--- config.mk ---
export PLATFORM = sky130hd
export DESIGN_NAME = url_percent_decoder
export DESIGN_NICKNAME = d
export VERILOG_FILES = /design/src/hw/rtl/upd_pkg.sv /design/src/hw/rtl/url_percent_decoder.sv /design/src/hw/rtl/upd_front.sv /design/src/hw/rtl/upd_fifo.sv /design/src/hw/rtl/upd_back.sv
export SDC_FILE = /design/constraint.sdc
export NUM_CORES = 1
export LEC_CHECK = 0
export BUFFER_PORTS_ARGS = -buffer_cell sky130_fd_sc_hd__buf_2
export CORE_MARGIN = 2
export CORE_UTILIZATION = 30
export DETAILED_ROUTE_END_ITERATION = 8
export SLEW_MARGIN = 10
export SYNTH_ARGS = -nofsm -noshare
export SYNTH_HDL_FRONTEND = slang
export SYNTH_SLANG_ARGS = --single-unit
--- constraint.sdc ---
create_clock -name i_clk -period 6.7 [get_ports i_clk]
set_input_delay 1.34 -clock i_clk [delete_from_list [all_inputs] [get_ports i_clk]]
set_output_delay 1.34 -clock i_clk [all_outputs]
set_load 0.005 [all_outputs]
--- src/hw/rtl/upd_pkg.sv ---
// Shared types, constants and character helpers for the URL percent decoder.
// No dependencies; imported by every module of the block.
`timescale 1ns / 1ps

package upd_pkg;

    localparam logic [7:0] PCT_CHAR = 8'h25;
    // Each hex digit carries log2(16) bits of the decoded byte.
    localparam int HEX_BASE = 16;
    localparam int HEX_BITS = $clog2(HEX_BASE);

    // Depth of the queue between the classifier and the byte sequencer.
    localparam int QDEPTH = 4;
    localparam int QAW    = $clog2(QDEPTH);

    // What is held from earlier characters of an escape.
    typedef enum logic [1:0] {
        PEND_NONE  = 2'd0,
        PEND_PCT   = 2'd1,
        PEND_DIGIT = 2'd2
    } t_pend;

    // One classified input word: up to three bytes to emit, in order.
    typedef struct packed {
        logic [1:0] cnt;
        logic       eos;
        logic [7:0] b0;
        logic [7:0] b1;
        logic [7:0] b2;
    } t_op;

    function automatic logic is_hex(input logic [7:0] c);
        return (c >= 8'h30 && c <= 8'h39) || (c >= 8'h41 && c <= 8'h46) ||
               (c >= 8'h61 && c <= 8'h66);
    endfunction

    function automatic logic [HEX_BITS-1:0] hex_val(input logic [7:0] c);
        logic [HEX_BITS-1:0] v;
        if (c >= 8'h30 && c <= 8'h39) begin
            v = c[HEX_BITS-1:0];
        end else if ((c >= 8'h41 && c <= 8'h46) || (c >= 8'h61 && c <= 8'h66)) begin
            v = c[HEX_BITS-1:0] + HEX_BITS'(9);
        end else begin
            v = '0;
        end
        return v;
    endfunction

endpackage

--- src/hw/rtl/url_percent_decoder.sv ---
// Top level of the URL percent decoder: classifier, record queue, byte
// sequencer. Depends on upd_pkg, upd_front, upd_fifo, upd_back.
//
//   channel  | handshake      | word
//   ---------+----------------+-------------------------------------------
//   input    | i_push, o_full | i_char_in[7:0], i_string_end
//   result   | o_empty, i_pop | o_byte_out[7:0], o_run_last, o_string_done
//
// One character is accepted per cycle while o_full is low; the output sequencer
// emits the bytes it yields one per cycle while results are popped, so a broken
// escape yields up to three bytes. Results pass the queue, then the output reg.
// A four-entry record queue lets the input keep going while results stall.
// Synchronous active-low reset empties the queue and drops any held escape.
`timescale 1ns / 1ps

module url_percent_decoder import upd_pkg::*; (
    input  logic       i_clk,
    input  logic       i_rst_n,
    input  logic       i_push,
    output logic       o_full,
    input  logic [7:0] i_char_in,
    input  logic       i_string_end,
    output logic       o_empty,
    input  logic       i_pop,
    output logic [7:0] o_byte_out,
    output logic       o_run_last,
    output logic       o_string_done
);

    logic         accept;
    logic         f_push;
    t_op          f_op;
    t_pend        f_pend;
    t_op          q_op;
    logic         q_empty, q_pop;
    logic [QAW:0] q_count;

    assign accept = i_push && !o_full;

    upd_front u_front (
        .i_clk        (i_clk),
        .i_rst_n      (i_rst_n),
        .i_accept     (accept),
        .i_char_in    (i_char_in),
        .i_string_end (i_string_end),
        .o_push       (f_push),
        .o_op         (f_op),
        .o_pend       (f_pend)
    );

    upd_fifo u_fifo (
        .i_clk   (i_clk),
        .i_rst_n (i_rst_n),
        .i_push  (f_push),
        .i_op    (f_op),
        .i_pop   (q_pop),
        .o_op    (q_op),
        .o_full  (o_full),
        .o_empty (q_empty),
        .o_count (q_count)
    );

    upd_back u_back (
        .i_clk         (i_clk),
        .i_rst_n       (i_rst_n),
        .i_op          (q_op),
        .i_q_empty     (q_empty),
        .o_q_pop       (q_pop),
        .i_pop         (i_pop),
        .o_empty       (o_empty),
        .o_byte_out    (o_byte_out),
        .o_run_last    (o_run_last),
        .o_string_done (o_string_done)
    );

    a_done_is_last: assert property (@(posedge i_clk) disable iff (!i_rst_n)
        (!o_empty && o_string_done) |-> o_run_last)
        else $error("string_done without run_last");

    a_end_clears: assert property (@(posedge i_clk) disable iff (!i_rst_n)
        (accept && i_string_end) |=> (f_pend == PEND_NONE))
        else $error("escape still held after string end");

    a_q_bound: assert property (@(posedge i_clk) disable iff (!i_rst_n)
        q_count <= (QAW+1)'(QDEPTH))
        else $error("record queue overflow");

    a_q_feeds: assert property (@(posedge i_clk) disable iff (!i_rst_n)
        (!q_empty && o_empty) |=> !o_empty)
        else $error("output register not refilled from queue");

endmodule

--- src/hw/rtl/upd_front.sv ---
// Front end: tracks the pending escape and classifies each accepted character
// into a record of zero to three output bytes. Depends on upd_pkg.
`timescale 1ns / 1ps

module upd_front import upd_pkg::*; (
    input  logic       i_clk,
    input  logic       i_rst_n,
    input  logic       i_accept,
    input  logic [7:0] i_char_in,
    input  logic       i_string_end,
    output logic       o_push,
    output t_op        o_op,
    output t_pend      o_pend
);

    t_pend      r_pend, n_pend;
    logic [7:0] r_digit;
    logic       hx;
    logic       pct;

    assign hx  = is_hex(i_char_in);
    // A '%' on the last character cannot open an escape.
    assign pct = (i_char_in == PCT_CHAR) && !i_string_end;

    always_comb begin
        case (r_pend)
            PEND_NONE:  n_pend = pct ? PEND_PCT : PEND_NONE;
            PEND_PCT: begin
                if (hx && !i_string_end)
                    n_pend = PEND_DIGIT;
                else if (!hx && pct)
                    n_pend = PEND_PCT;
                else
                    n_pend = PEND_NONE;
            end
            PEND_DIGIT: n_pend = (!hx && pct) ? PEND_PCT : PEND_NONE;
            default:    n_pend = pct ? PEND_PCT : PEND_NONE;
        endcase
    end

    always_comb begin
        o_op     = '0;
        o_op.eos = i_string_end;
        case (r_pend)
            PEND_PCT: begin
                if (hx && !i_string_end) begin
                    o_op.cnt = 2'd0;
                end else if (hx) begin
                    o_op.cnt = 2'd2;
                    o_op.b0  = PCT_CHAR;
                    o_op.b1  = i_char_in;
                end else begin
                    // broken escape: literal '%', then the character afresh
                    o_op.b0  = PCT_CHAR;
                    o_op.b1  = i_char_in;
                    o_op.cnt = pct ? 2'd1 : 2'd2;
                end
            end
            PEND_DIGIT: begin
                if (hx) begin
                    o_op.cnt = 2'd1;
                    o_op.b0  = {hex_val(r_digit), hex_val(i_char_in)};
                end else begin
                    o_op.b0  = PCT_CHAR;
                    o_op.b1  = r_digit;
                    o_op.b2  = i_char_in;
                    o_op.cnt = pct ? 2'd2 : 2'd3;
                end
            end
            default: begin
                o_op.b0  = i_char_in;
                o_op.cnt = pct ? 2'd0 : 2'd1;
            end
        endcase
    end

    assign o_push = i_accept && (o_op.cnt != 2'd0);
    assign o_pend = r_pend;

    always_ff @(posedge i_clk) begin
        if (!i_rst_n) begin
            r_pend <= PEND_NONE;
        end else if (i_accept) begin
            r_pend <= n_pend;
        end
    end

    always_ff @(posedge i_clk) begin
        if (i_accept && r_pend == PEND_PCT && hx && !i_string_end) begin
            r_digit <= i_char_in;
        end
    end

endmodule

--- src/hw/rtl/upd_fifo.sv ---
// Short record queue between the classifier and the byte sequencer.
// Depends on upd_pkg for the record type and depth.
`timescale 1ns / 1ps

module upd_fifo import upd_pkg::*; (
    input  logic         i_clk,
    input  logic         i_rst_n,
    input  logic         i_push,
    input  t_op          i_op,
    input  logic         i_pop,
    output t_op          o_op,
    output logic         o_full,
    output logic         o_empty,
    output logic [QAW:0] o_count
);

    t_op          r_slot [QDEPTH];
    logic [QAW-1:0] r_wr, r_rd;
    logic [QAW:0]   r_count;
    logic           do_push, do_pop;

    assign o_full  = (r_count == (QAW+1)'(QDEPTH));
    assign o_empty = (r_count == '0);
    assign o_count = r_count;
    assign o_op    = r_slot[r_rd];
    assign do_push = i_push && !o_full;
    assign do_pop  = i_pop && !o_empty;

    always_ff @(posedge i_clk) begin
        if (!i_rst_n) begin
            r_wr    <= '0;
            r_rd    <= '0;
            r_count <= '0;
        end else begin
            if (do_push) r_wr <= r_wr + 1'b1;
            if (do_pop)  r_rd <= r_rd + 1'b1;
            case ({do_push, do_pop})
                2'b10:   r_count <= r_count + 1'b1;
                2'b01:   r_count <= r_count - 1'b1;
                default: r_count <= r_count;
            endcase
        end
    end

    always_ff @(posedge i_clk) begin
        if (do_push) begin
            r_slot[r_wr] <= i_op;
        end
    end

endmodule

--- src/hw/rtl/upd_back.sv ---
// Back end: walks the bytes of the head record into the output register, one per
// cycle while that register is empty or being popped. Depends on upd_pkg.
`timescale 1ns / 1ps

module upd_back import upd_pkg::*; (
    input  logic       i_clk,
    input  logic       i_rst_n,
    input  t_op        i_op,
    input  logic       i_q_empty,
    output logic       o_q_pop,
    input  logic       i_pop,
    output logic       o_empty,
    output logic [7:0] o_byte_out,
    output logic       o_run_last,
    output logic       o_string_done
);

    logic       r_valid;
    logic [1:0] r_idx;
    logic [7:0] r_byte;
    logic       r_run_last, r_done;
    logic       load, last;
    logic [7:0] cur;

    always_comb begin
        case (r_idx)
            2'd0:    cur = i_op.b0;
            2'd1:    cur = i_op.b1;
            default: cur = i_op.b2;
        endcase
    end

    assign last    = ((r_idx + 2'd1) == i_op.cnt);
    assign load    = !i_q_empty && (!r_valid || i_pop);
    assign o_q_pop = load && last;

    always_ff @(posedge i_clk) begin
        if (!i_rst_n) begin
            r_valid <= 1'b0;
            r_idx   <= 2'd0;
        end else begin
            if (load) begin
                r_valid <= 1'b1;
                r_idx   <= last ? 2'd0 : r_idx + 2'd1;
            end else if (i_pop) begin
                r_valid <= 1'b0;
            end
        end
    end

    always_ff @(posedge i_clk) begin
        if (load) begin
            r_byte     <= cur;
            r_run_last <= last;
            r_done     <= last && i_op.eos;
        end
    end

    assign o_empty       = !r_valid;
    assign o_byte_out    = r_byte;
    assign o_run_last    = r_run_last;
    assign o_string_done = r_done;

endmodule

* Word level (Yosys, flattened, before mapping)
Memory sizes are Yosys's and may differ from the RTL's. A register that Yosys moved wholly into a read port is not among the register bits.
Index checks and enable logic that the tools add are counted.
** Storage, ports and cells
- Flip-flop bits (word level) :: 30
- Memory bits (writable) :: 108
- Bits of input ports :: 13
- Output and inout bits :: 12
- Memories kept :: 1
** Operators by class
- Add/sub/neg operators :: 7
- Order comparisons :: 12
- Equal/unequal tests :: 8
- Muxes and demuxes :: 30
- Reduce and logical (&&, ||, !) cells :: 34
** Memory list
- u_fifo.r_slot :: depth 4, width 27, rd ports 1, clocked after memory_dff 1, write ports 1, line upd_fifo.sv:17 : t_op r_slot [QDEPTH];
** Operator list (count)
- 8-bit one-hot mux with 2 select lines :: 3
- 8-bit by 7-bit greater-or-equal comparator with 1-bit output, second input constant :: 4
- 8-bit by 7-bit <= comparator with 1-bit output, second input constant :: 4
- 1-bit logical AND :: 19
- 8-bit by 6-bit greater-or-equal comparator with 1-bit output, second input constant :: 2
- 8-bit by 6-bit <= comparator with 1-bit output, second input constant :: 2
- 16-bit two-way mux :: 1
- 2-bit two-way mux :: 8
- 4-bit two-way mux :: 4
- 8-bit two-way mux :: 2
- 14-bit two-way mux :: 1
- 4-bit adder, second input constant :: 2
- 8-bit by 6-bit == test with 1-bit output, second input constant :: 1
- 1-bit two-way mux :: 8
- 2-bit one-hot mux with 2 select lines :: 2
- 2-bit by 1-bit adder with 2-bit output, second input constant :: 3
- 2-bit by 1-bit == test with 1-bit output, second input constant :: 3
- 3-bit one-hot mux with 2 select lines :: 1
- 2-bit nonzero test :: 3
- 1-bit logical NOT :: 5
- 1-bit logical OR :: 5
- 2-bit == test, second input constant :: 2
- 3-bit by 1-bit adder with 3-bit output, second input constant :: 1
- 3-bit == test, second input constant :: 1
- 4 further kinds :: 4

* Depth between registers and ports, before layout
- Word-level depth :: 12
- Depth in mapped cells :: 13
- Mapped depth without buffers :: 13

* Cells and area by module
Synthesis repeated with hierarchy kept, for this count alone.
** Second synthesis, totals
- Cells, all modules :: 392
- Area total of the unflattened synthesis :: 6184.7 µm²
** By module, submodules not included
- upd_fifo :: instances 1, cells each 195, area an instance 4411.7 µm², seq. area each 3423.3 µm²
- upd_front :: instances 1, cells each 134, area an instance 1107.3 µm², seq. area each 280.3 µm²
- upd_back :: instances 1, cells each 62, area an instance 651.9 µm², seq. area each 360.3 µm²
- url_percent_decoder :: instances 1, cells each 1, area an instance 13.8 µm², seq. area each 0.0 µm²

* Worst setup path after synthesis
Ideal clock, no wire load.
- Path type :: input port to flip-flop
- Start point :: input port i_char_in[0]
- End point :: memory u_fifo.r_slot[0][0] (netlist bit) (enable)
- Library setup time :: 0.386 ns
- Arrival :: 3.411 ns
- Data required time :: 6.314 ns
- Slack :: 2.903 ns
- Stages :: 7
- Path buffers :: 0
- Cells stage by stage :: inv_1 ha_1 o21ba_4 o2111ai_4 o21ai_4 a2111oi_4 and2_1
** Between the ends
- Word-level cells in the longest chain between the ends :: 12
- Elaborated cells between the ends (all ways) :: 26
** Ends and longest elaborated chain
- from (decl) :: line url_percent_decoder.sv:21 : input logic [7:0] i_char_in,
- 8-bit by 6-bit greater-or-equal comparator with 1-bit output, or another cell as far along :: line upd_pkg.sv:33 : return (c >= 8'h30 && c <= 8'h39) || (c >= 8'h41 && c <= 8'h46) ||
- 1-bit logical AND :: line upd_pkg.sv:33
- 1-bit logical OR (2 in a row) :: line upd_pkg.sv:33
- 2-bit two-way mux / 1-bit logical AND (equally long branches) :: line upd_front.sv:48, upd_front.sv:46
- 2-bit two-way mux :: line upd_front.sv:46 : if (hx && !i_string_end) begin
- 2-bit one-hot mux with 2 select lines * :: line upd_front.sv:44 : case (r_pend)
- 2-bit nonzero test * :: line upd_front.sv:77 : assign o_push = i_accept && (o_op.cnt != 2'd0);
- 1-bit logical AND * :: line upd_front.sv:77
- 1-bit logical AND * :: line upd_fifo.sv:26 : assign do_push = i_push && !o_full;
- 1-bit two-way mux * :: line upd_fifo.sv:46 : if (do_push) begin
- 1-bit two-way mux (not written as such) * :: line upd_fifo.sv:47 : r_slot[r_wr] <= i_op;
- to (decl) :: line upd_fifo.sv:17
Every way passes the cells marked *; elsewhere a longest branch is shown, timed or not.

* Final worst setup path
- Start point :: input port i_char_in[0]
- End point :: register u_fifo.r_count[2] (netlist: u_fifo.o_count[2])
** Between the ends
- Word-level cells in the longest chain between the ends :: 12
- Elaborated cells between the ends (all ways) :: 28
** Ends and longest elaborated chain
- 8-bit by 6-bit greater-or-equal comparator with 1-bit output, or another cell as far along :: line upd_pkg.sv:33
- 1-bit logical AND :: line upd_pkg.sv:33
- 1-bit logical OR (2 in a row) :: line upd_pkg.sv:33
- 2-bit two-way mux / 1-bit logical AND (equally long branches) :: line upd_front.sv:48, upd_front.sv:46
- 2-bit two-way mux :: line upd_front.sv:46
- 2-bit one-hot mux with 2 select lines * :: line upd_front.sv:44
- 2-bit nonzero test * :: line upd_front.sv:77
- 1-bit logical AND * :: line upd_front.sv:77
- 1-bit logical AND * :: line upd_fifo.sv:26
- 2-bit by 1-bit == test with 1-bit output / 2-bit == test (equally long branches) :: line upd_fifo.sv:37 : case ({do_push, do_pop})
- 3-bit one-hot mux with 2 select lines / 2-bit nonzero test (equally long branches)
- to (signal assigned) :: line upd_fifo.sv:38 : 2'b10: r_count <= r_count + 1'b1;
- to (signal assigned) :: line upd_fifo.sv:39 : 2'b01: r_count <= r_count - 1'b1;
- to (signal assigned) :: line upd_fifo.sv:40 : default: r_count <= r_count;
- to (decl) :: line upd_fifo.sv:19 : logic [QAW:0] r_count;
Marks and branches as above.
A chain may end at the register's enable or synchronous reset.

==> impl_metrics.csv <==
group,metric,value,unit
clocking,ctsResizeCount,0,
status,status,"completed",
yosys,seq_area_frac_synth,66.5,%
critical_path,crit_path_top_delay_cell,"a2111oi_4",
yosys,synth.top_cell.area_share,62.0,%
min_path,holdCritPathClass,"reg2reg",
critical_path,path_max_fanout,8,
die,core_area,0.0201,mm^2
timing,final_max_slew_viol_count,0,
yosys,yosys_warnings,0,
critical_path,worstSetupPathType,"in2reg",
yosys,yosys-top-cells-count,"edfxtp_1 (126), mux4_2 (27), inv_1 (21)",
finish,final-seq-area,0.00407,mm^2
critical_path,max_stage_delay,490,ps
clocking,cts_buffer_depth,2,
yosys,syn_inst,379,
route,drt_first_pass_iters,5,
finish,nets,443,
critical_path,crit_arrival,4090,ps
timing,finalSetupViolations,0,
timing,clock.fmax,267,MHz
yosys,async_flop_share,0,%
route,vias,3341,
yosys,yosysMostFrequentCell,"edfxtp_1",
die,die_x,147,um
clocking,cts.sinks,140,
pwr,ir_drop,0.179,mV
yosys,yosysTopAreaCell,"edfxtp_1",
yosys,ys_types,46,
yosys,syn-num-nets,410,
critical_path,cp_common_cell,"inv_1",
yosys,synth_top_flop_cell,"edfxtp_1",
critical_path,start_kind,"input pin",
timing,final.period_utilization,56.0,%
timing,tightest_slew,1040,ps
clocking,cts_inserted_buffers,17,
critical_path,crit_chain,"buf_2, inv_1, ha_1, o21ba_4, o2111ai_4, o21ai_4, a2111oi_4, inv_1, ha_1, inv_1, fa_1, xor2_1, or3_1, a21boi_0",
finish,nFillCells,1899,
critical_path,cp.required,7040,ps
route,drtAntennaViolNets,0,
die,initial_utilization,30.4,%
timing,period_needed,3750,ps
clocking,cts_tree,"built",
route,drt_iter0_markers,341,
clocking,clock_latency,420,ps
critical_path,critPathCaptureType,"register",
finish,drive_above_1_share,21.7,%
place,globalplace.congestion,0.844,
clocking,cts_setup_buffers,0,
pwr,finalPower,2.66,mW
pwr,power_density,374,mW/mm^2
global_routing,grt_pass1_wl,19100,um
clocking,root_buffer,"clkbuf_16",
timing,slew_headroom,30.9,%
place,dp_hpwl,7740,um
yosys,ys_ff_latch,140,
die,io_pins,25,
pwr,p_leak,2.40,nW
die,dieArea,0.0215,mm^2
yosys,syn_avg_cell_area,16.1,um^2
place,portBuffers,24,
finish,stdcell_count,694,
yosys,synth.cell_area,0.00611,mm^2
route,drc,0,
timing,final-hold-violation-count,0,
place,post-place-cells,663,
yosys,synth-edff-count,126,
clocking,cts-hold-fix-buffers,0,
route,wl_per_cell,17.4,um
route,routed_via_density,4.81,
finish,antennaDiodeCount,0,
die,rows,52,
flow_run,maxCapViolations,0,
yosys,yosys-top-cells-area,"edfxtp_1 (62%), mux4_2 (10%), dfxtp_1 (4.6%)",
finish,multi_input_area,0.00190,mm^2
finish,syn2layout_area_growth,16.7,%
timing,setup_tns,0,ps
timing,rsz0062_at_grt,"false",
route,wl,12000,um
global_routing,grt_max_degree,28,
timing,fin_skew,21.1,ps
clocking,clkTransAtPathRegs,60,ps
global_routing,antenna_found_initial,0,
clocking,htreeDepth,4,
global_routing,grt.total_usage,11.8,%
global_routing,grt_overflow,0,
die,fp.dieH,147,um
global_routing,grt_pass1_vias,3467,
power breakdown:
group	internal (mW)	switching, mW
sequential	1.11	0.0851
combinational	0.274	0.280
clock	0.579	0.337
total	1.96	0.703
final timing paths:
check,from,end,slack (ps),cells after the start
worst max-delay path,i_char_in[0],u_fifo.o_count[2]$_SDFFE_PN0P_,2950,14
worst min-delay path,u_back.r_valid$_SDFFE_PN0P_,u_back.r_valid$_SDFFE_PN0P_,490,2
worst max register to register,register,u_fifo.o_count[2]$_SDFFE_PN0P_,3060,10
worst min register to register,u_back.r_valid$_SDFFE_PN0P_,u_back.r_valid$_SDFFE_PN0P_,490,2
layer usage:
metal,part of all wire (%),track usage (%),up-vias,wire length (um)
li1,-,-,1542,-
met1,46,15.8,1700,5590
met2,48,18.5,87,5770
met3,4.2,3.03,12,508
met4,1.5,4.56,0,179
met5,0,0,-,0
sequential cells by signal, summed over array words and instances, names as in the netlist, named ones only:
name / flops
u_back.o_byte_out: 8
u_back.o_run_last: 1
u_back.o_string_done: 1
u_back.r_idx: 2
u_back.r_valid: 1
u_fifo.o_count: 3
u_fifo.r_rd: 2
u_fifo.r_slot: 108
u_fifo.r_wr: 2
u_front.o_pend: 2
u_front.r_digit: 8
layout by cell type, fill, tap and decap left out, types with 13 or more instances in the layout:
| cell | instances |
|---|---|
| inv_1 | 21 |
| ha_1 | 17 |
| nor2_1 | 20 |
| nor2b_1 | 14 |
| mux4_2 | 27 |
| dfxtp_1 | 13 |
| edfxtp_1 | 126 |
| clkbuf_16 | 17 |
| buf_2 | 24 |
metrics by stage:
| stage | cell area (um^2) | hold slack [ps] | util, % | setup WS, ps |
|---|---|---|---|---|
| final | 7120 | 486 | 35.4 | 2950 |
| after global routing | 7120 | 524 | 35.4 | 2750 |
| after CTS | 7120 | 483 | 35.4 | 2940 |
| after detailed placement | 6540 | 475 | 32.5 | 2520 |
| after global placement | 6540 | 467 | 32.5 | 2660 |
| after floorplan | 6110 | 455 | - | 2900 |
critical path: cells and delay by family:
kind	cells	cell delay, ps
buffers and inverters	4	420
AOI/OAI and AO/OA	5	1320
xor gates and xnor gates	1	70
and+or+nand+nor	1	300
adders and majority gates	3	640
cell type report:
type / instances / share of cell area (%)
Tap cell: 270 / 4.74
Inverter: 21 / 1.11
Multi-Input combinational cell: 203 / 26.7
Timing Repair Buffer: 29 / 2.21
Clock buffer: 19 / 6.08
Clock inverter: 12 / 2.09
Sequential cell: 140 / 57.1
kinds of logic after synthesis:
kind of cell / count (synthesis) / share of synthesized area (%)
flops: 140 / 66.5
simple gates: 86 / 7.46
compound gates: 60 / 8.17
buf+inv: 36 / 2.29
mux: 29 / 10.3
fa+ha+maj: 18 / 3.81
xor+xnor: 10 / 1.43
(Power assumes the default switching activity.)
